<file path="src/hdl/tea_pkg.sv">
// Shared types, codes and sizes for the triangle adjacency block.
// It depends on nothing. All files but tea_ram and assert_macros.svh import it.
`timescale 1ns / 1ps

package tea_pkg;

  localparam int MAX_CELLS = 64;
  localparam int IDX_W     = 6;
  localparam int ADDR_W    = (MAX_CELLS > 1) ? $clog2(MAX_CELLS) : 1;
  localparam int CNT_W     = $clog2(MAX_CELLS + 1);
  localparam int CMP_W     = IDX_W + 1;
  localparam int COORD_W   = 32;
  localparam int VERTS     = 3;

  localparam logic [1:0] ACT_LOAD  = 2'd0;
  localparam logic [1:0] ACT_QUERY = 2'd1;
  localparam logic [1:0] ACT_CLEAR = 2'd2;

  localparam logic [2:0] ST_LOADED    = 3'd0;
  localparam logic [2:0] ST_FULL      = 3'd1;
  localparam logic [2:0] ST_NEIGHBOUR = 3'd2;
  localparam logic [2:0] ST_NONE      = 3'd3;
  localparam logic [2:0] ST_CLEARED   = 3'd4;
  localparam logic [2:0] ST_BAD_INDEX = 3'd5;

  // One vertex is its x, y and z words; a cell row holds vertices a, b, c at 0, 1, 2.
  typedef logic [3*COORD_W-1:0] vertex_t;
  typedef vertex_t [VERTS-1:0] cell_row_t;

  typedef struct packed {
    logic [1:0]         action;
    logic [COORD_W-1:0] vertex_a_x;
    logic [COORD_W-1:0] vertex_a_y;
    logic [COORD_W-1:0] vertex_a_z;
    logic [COORD_W-1:0] vertex_b_x;
    logic [COORD_W-1:0] vertex_b_y;
    logic [COORD_W-1:0] vertex_b_z;
    logic [COORD_W-1:0] vertex_c_x;
    logic [COORD_W-1:0] vertex_c_y;
    logic [COORD_W-1:0] vertex_c_z;
    logic [IDX_W-1:0]   query_cell;
  } cmd_item_t;

  typedef struct packed {
    logic [2:0]       status;
    logic [IDX_W-1:0] cell_index;
    logic [IDX_W-1:0] neighbour_index;
    logic             last;
  } res_item_t;

  typedef enum logic [1:0] {
    FSM_IDLE,
    FSM_QROW,
    FSM_SCAN
  } fsm_state_t;

endpackage

</file>
<file path="src/hdl/tea_match.sv">
// Shared-vertex test between the queried cell and one stored cell.
// It depends on tea_pkg for the cell row type.
`timescale 1ns / 1ps

module tea_match (
  input  tea_pkg::cell_row_t qrow,
  input  tea_pkg::cell_row_t crow,
  output logic               neighbour
);
  import tea_pkg::*;

  logic [VERTS-1:0] hit;

  // A vertex of the queried cell counts once if it equals any vertex of the other cell.
  always_comb begin
    for (int i = 0; i < VERTS; i++) begin
      hit[i] = 1'b0;
      for (int j = 0; j < VERTS; j++) begin
        hit[i] = hit[i] | (qrow[i] == crow[j]);
      end
    end
  end

  // Exactly two shared vertices make an edge neighbour.
  assign neighbour = (hit[0] & hit[1] & ~hit[2]) |
                     (hit[0] & ~hit[1] & hit[2]) |
                     (~hit[0] & hit[1] & hit[2]);

endmodule

</file>
<file path="config.mk">
export PLATFORM = sky130hd
export DESIGN_NAME = tea_match
export DESIGN_NICKNAME = d
export VERILOG_FILES = /design/src/hdl/tea_pkg.sv /design/src/hdl/tea_match.sv
export SDC_FILE = /design/constraint.sdc
export NUM_CORES = 1
export LEC_CHECK = 0
export ABC_CLOCK_PERIOD_IN_PS = 2600
export BUFFER_PORTS_ARGS = -buffer_cell sky130_fd_sc_hd__buf_4
export CAP_MARGIN = 30
export CORE_AREA = 2 2 224 226
export DETAILED_ROUTE_END_ITERATION = 6
export DIE_AREA = 0 0 226 228
export GPL_TIMING_DRIVEN = 0
export PLACE_DENSITY = 0.5
export SKIP_LAST_GASP = 1
export SYNTH_ARGS = -nofsm -noshare
export SYNTH_HDL_FRONTEND = slang
export SYNTH_SLANG_ARGS = --single-unit
</file>
<file path="constraint.sdc">
create_clock -name vclk -period 2.6
set_clock_uncertainty 0.2 [all_clocks]
set_input_delay 0.26 -clock vclk [all_inputs]
set_output_delay 0.26 -clock vclk [all_outputs]
set_load 0.005 [all_outputs]
</file>
# After elaboration in Yosys (flattened, before gate mapping)
# Index checks and enable logic that the tools add are counted.
[classes]
n_eq_ne = 9
bitwise_logic = 17
[ops]
columns = ["cell", "count"]
rows = [
  ["96-bit equality test", 9],
  ["1-bit bitwise OR", 8],
  ["1-bit AND", 6],
  ["1-bit NOT", 3],
]
[word_totals]
regBits = 0
in_bits = 576
out_inout_bits = 1
word_cells = 26

# Longest topological paths before layout
[logic_depth]
word_depth = 8
depth_mapped = 8
ltp_nobuf = 8

# Worst setup path before layout
# No wires, ideal clock.
[synth_timing]
path_type = "input to output"
from = "input port qrow[56] in the netlist's numbering"
to = "output port neighbour"
t_arrival_ns = 1.443
t_required_ns = 2.140
setup_slack_ns = 0.697
path_stages = 8
path_buffers = 0
cell_sequence = "xnor2_1 -> nand4_1 -> nor4_1 -> nand4_1 -> nor3_1 -> nor3_1 -> o221ai_1 -> a21boi_1"
[synth_via]
elab_chain_len = 7
elab_cells_between_ends = 14
classes_between = "eq/ne: 3; bitwise: 11"
[synth_lines]
columns = ["item", "line_no", "text"]
rows = [
  ["start, declared", "tea_match.sv:6", "input tea_pkg::cell_row_t qrow,"],
  ["96-bit equality test", "tea_match.sv:19", "hit[i] = hit[i] | (qrow[i] == crow[j]);"],
  ["1-bit bitwise OR", "tea_match.sv:19", ""],
  ["1-bit bitwise OR (*)", "tea_match.sv:19", ""],
  ["1-bit AND (tied with other cells)", "tea_match.sv:25", "assign neighbour = (hit[0] & hit[1] & ~hit[2]) |"],
  ["1-bit AND, on equally long branches", "tea_match.sv:25, tea_match.sv:26, tea_match.sv:27", ""],
  ["1-bit bitwise OR or 1-bit AND (tied branches)", "tea_match.sv:25, tea_match.sv:27", ""],
  ["1-bit bitwise OR (*)", "tea_match.sv:26", "(hit[0] & ~hit[1] & hit[2]) |"],
  ["end, declared", "tea_match.sv:8", "output logic neighbour"],
]
# Mark *: on every way between the ends. The rest lies on a longest branch, timed or not.

# Worst setup path after layout
[layout_timing]
from = "input port crow[154] in the netlist's numbering"
to = "output port neighbour"
[layout_via]
elab_chain_len = 8
elab_cells_between_ends = 20
classes_between = "eq/ne: 3; bitwise: 17"
[layout_lines]
columns = ["item", "line_no", "text"]
rows = [
  ["start, declared", "tea_match.sv:7", "input tea_pkg::cell_row_t crow,"],
  ["96-bit equality test", "tea_match.sv:19", ""],
  ["1-bit bitwise OR (2 in series)", "tea_match.sv:19", ""],
  ["1-bit NOT", "tea_match.sv:26", ""],
  ["1-bit AND (2 in series)", "tea_match.sv:26", ""],
  ["1-bit bitwise OR", "tea_match.sv:25", ""],
  ["1-bit bitwise OR (*)", "tea_match.sv:26", ""],
]
# Marks and branches as above.

==> flow_metrics.py <==
metrics = {
    "run_status": {
        "status": "complete, but fails checks",
        "violations": "negative setup slack",
    },
    "yosys": {
        "muxShareOfSynthArea_pct": 0,
        "synth_top_family_by_area": "XOR/XNOR gates",
        "ys_warn_count": 0,
        "synth_cell_types": 12,
        "synthCells": 1158,
        "synth_top_area_cell": "xnor2_1",
        "syn_area_um2": 9450,
        "synth_compound_area_share_pct": 0.291,
        "yosys.area_share.simple_pct": 19.5,
        "synth_fa_ha_area_share_pct": 0,
        "synth.area.top_cells": "xnor2_1 (53%), xor2_1 (27%), nand4_1 (11%)",
        "synth.top_cell.area_share_pct": 53.5,
        "ys_seq_area_share_pct": 0,
        "avgSynthCellArea_um2": 8.16,
        "synth_xor_area_share_pct": 80.2,
        "synthTopCellsByCount": "xnor2_1 (577), xor2_1 (288), nand4_1 (170)",
        "synth.net_count": 1734,
        "post-synth-top-count-cell": "xnor2_1",
    },
    "timing": {
        "tightest_slew_ns": 0.997,
        "fin_setup_tns_ns": -0.561,
        "fin_crit_ns": 3.16,
        "maxSlewViolCount": 0,
        "fmax_ghz": 0.316,
        "setup_violations": 1,
        "hold_viol_final": 0,
        "slew_headroom_pct": 33.3,
        "fin_ws_ns": -0.561,
        "fin_crit_sh_pct": 122,
        "rsz0062_at_grt": "yes",
    },
    "die": {
        "row_count": 82,
        "start_util_pct": 19.1,
        "pin_count": 577,
        "die_x_um": 226,
        "dieArea_um2": 51500,
        "die_h_um": 228,
        "core_area_um2": 49300,
    },
    "cells_and_area": {
        "area_growth_pct": 65.3,
        "nets": 2319,
        "drive_gt1_share_pct": 40.1,
        "final_cells": 2414,
        "regArea_um2": 0,
        "nClkBuffers": 0,
        "fin_util_pct": 31.6,
        "design.seq.count": 0,
        "n_fill_cell": 5386,
    },
    "detailed_routing": {
        "final_antenna_net_count": 0,
        "wl_per_cell_um": 42.7,
        "dr.first_iter.drc_count": 1219,
        "vias_per_cell": 5.09,
        "drcViolationCount": 0,
        "drt_pass1_iterations": 5,
        "wirelength_um": 103000,
        "dr_total_vias": 12300,
    },
    "global_routing": {
        "gr-total-overflow": 0,
        "grt_pass1_wl_um": 128000,
        "grt_start_max_net_pins": 4,
        "antenna_found_initial": 6,
        "grtUsageTotal_pct": 38.6,
        "grt_pass1_vias": 12700,
    },
    "job": {
        "drv_cap": 0,
    },
    "place": {
        "dp.cells": 2412,
        "place_hpwl_um": 96800,
        "portBuffers": 577,
        "place_congestion": 1.05,
    },
    "worst_setup_path": {
        "cp_data_arrival_time_ns": 2.70,
        "end_kind": "primary output",
        "crit_type": "input port to primary output",
        "cp.required_ns": 2.14,
        "cp_max_fo": 3,
        "startpoint_type": "input port",
    },
    "min_path": {
        "hold_path.class": "input port to primary output",
    },
}
cell families (layout without fill, tap and decap cells):
kind of cell	Yosys count	count (layout)
buffers and inverters	0	583
other	0	1
AOI/OAI and AO/OA	4	4
and+or+nand+nor	289	289
xor gates and xnor gates	865	865
worst paths after layout:
path	endpoint	from	depth (start not counted)	slack, ns
max	neighbour	crow[154]	8	-0.56
min	neighbour	crow[116]	8	1.15
per-layer routing:
metal / GRT usage (%) / up-vias / routed length (um)
li1: - / 5232 / -
met1: 51.1 / 6134 / 43700
met2: 64.3 / 786 / 47700
met3: 4.71 / 125 / 7100
met4: 13.0 / 6 / 4540
met5: 0 / - / 39
what timing repair did:
action                     4_1_cts  5_1_grt
hold endpoints to repair         0        0
gates resized for setup        102       30
pin swaps                       14       12
setup endpoints to repair        1        1
buffers inserted                 0        1
hold buffers                     0        0
cells in the final DEF (no fill, tap or decap):
master / Yosys / layout
nor4_1: 103 / 69
a21boi_2: 0 / 1
nor3_2: 1 / 5
diode_2: 0 / 1
buf_6: 0 / 1
nor4_4: 0 / 11
o221ai_1: 1 / 1
o21ai_0: 1 / 1
nand2_4: 1 / 1
buf_4: 0 / 577
xnor2_4: 0 / 9
nor4_2: 6 / 29
buf_12: 0 / 1
xor2_1: 288 / 288
a31oi_1: 1 / 1
buf_2: 0 / 4
nor3_1: 8 / 4
xnor2_1: 577 / 509
xnor2_2: 0 / 59
nand4_1: 170 / 170
critical path, stage by stage:
cell and delay [ns]:
buf_4 0.14, xnor2_1 0.63, nand4_1 0.21, nor4_2 0.60
nand4_1 0.21, o21ai_0 0.36, a21boi_2 0.13, buf_4 0.16
metrics by stage:
| stage | hold slack [ns] | cell area, um2 | worst slack, ns |
|---|---|---|---|
| after floorplan | 0.728 | 9450 | 0.697 |
| after global placement | 1.16 | 14600 | -1.33 |
| after detailed placement | 1.14 | 14600 | -1.19 |
| after CTS | 1.15 | 15400 | -0.460 |
| after global routing | 1.23 | 15600 | -0.521 |
| final | 1.15 | 15600 | -0.561 |
final cells by class:
| class | count | area [um2] | share of cell area (%) |
|---|---|---|---|
| Tap cell | 672 | 841 | 5.38 |
| Timing Repair Buffer | 583 | 4380 | 28.1 |
| Antenna cell | 1 | 2.50 | 0.0160 |
| Multi-Input combinational cell | 1158 | 10400 | 66.5 |
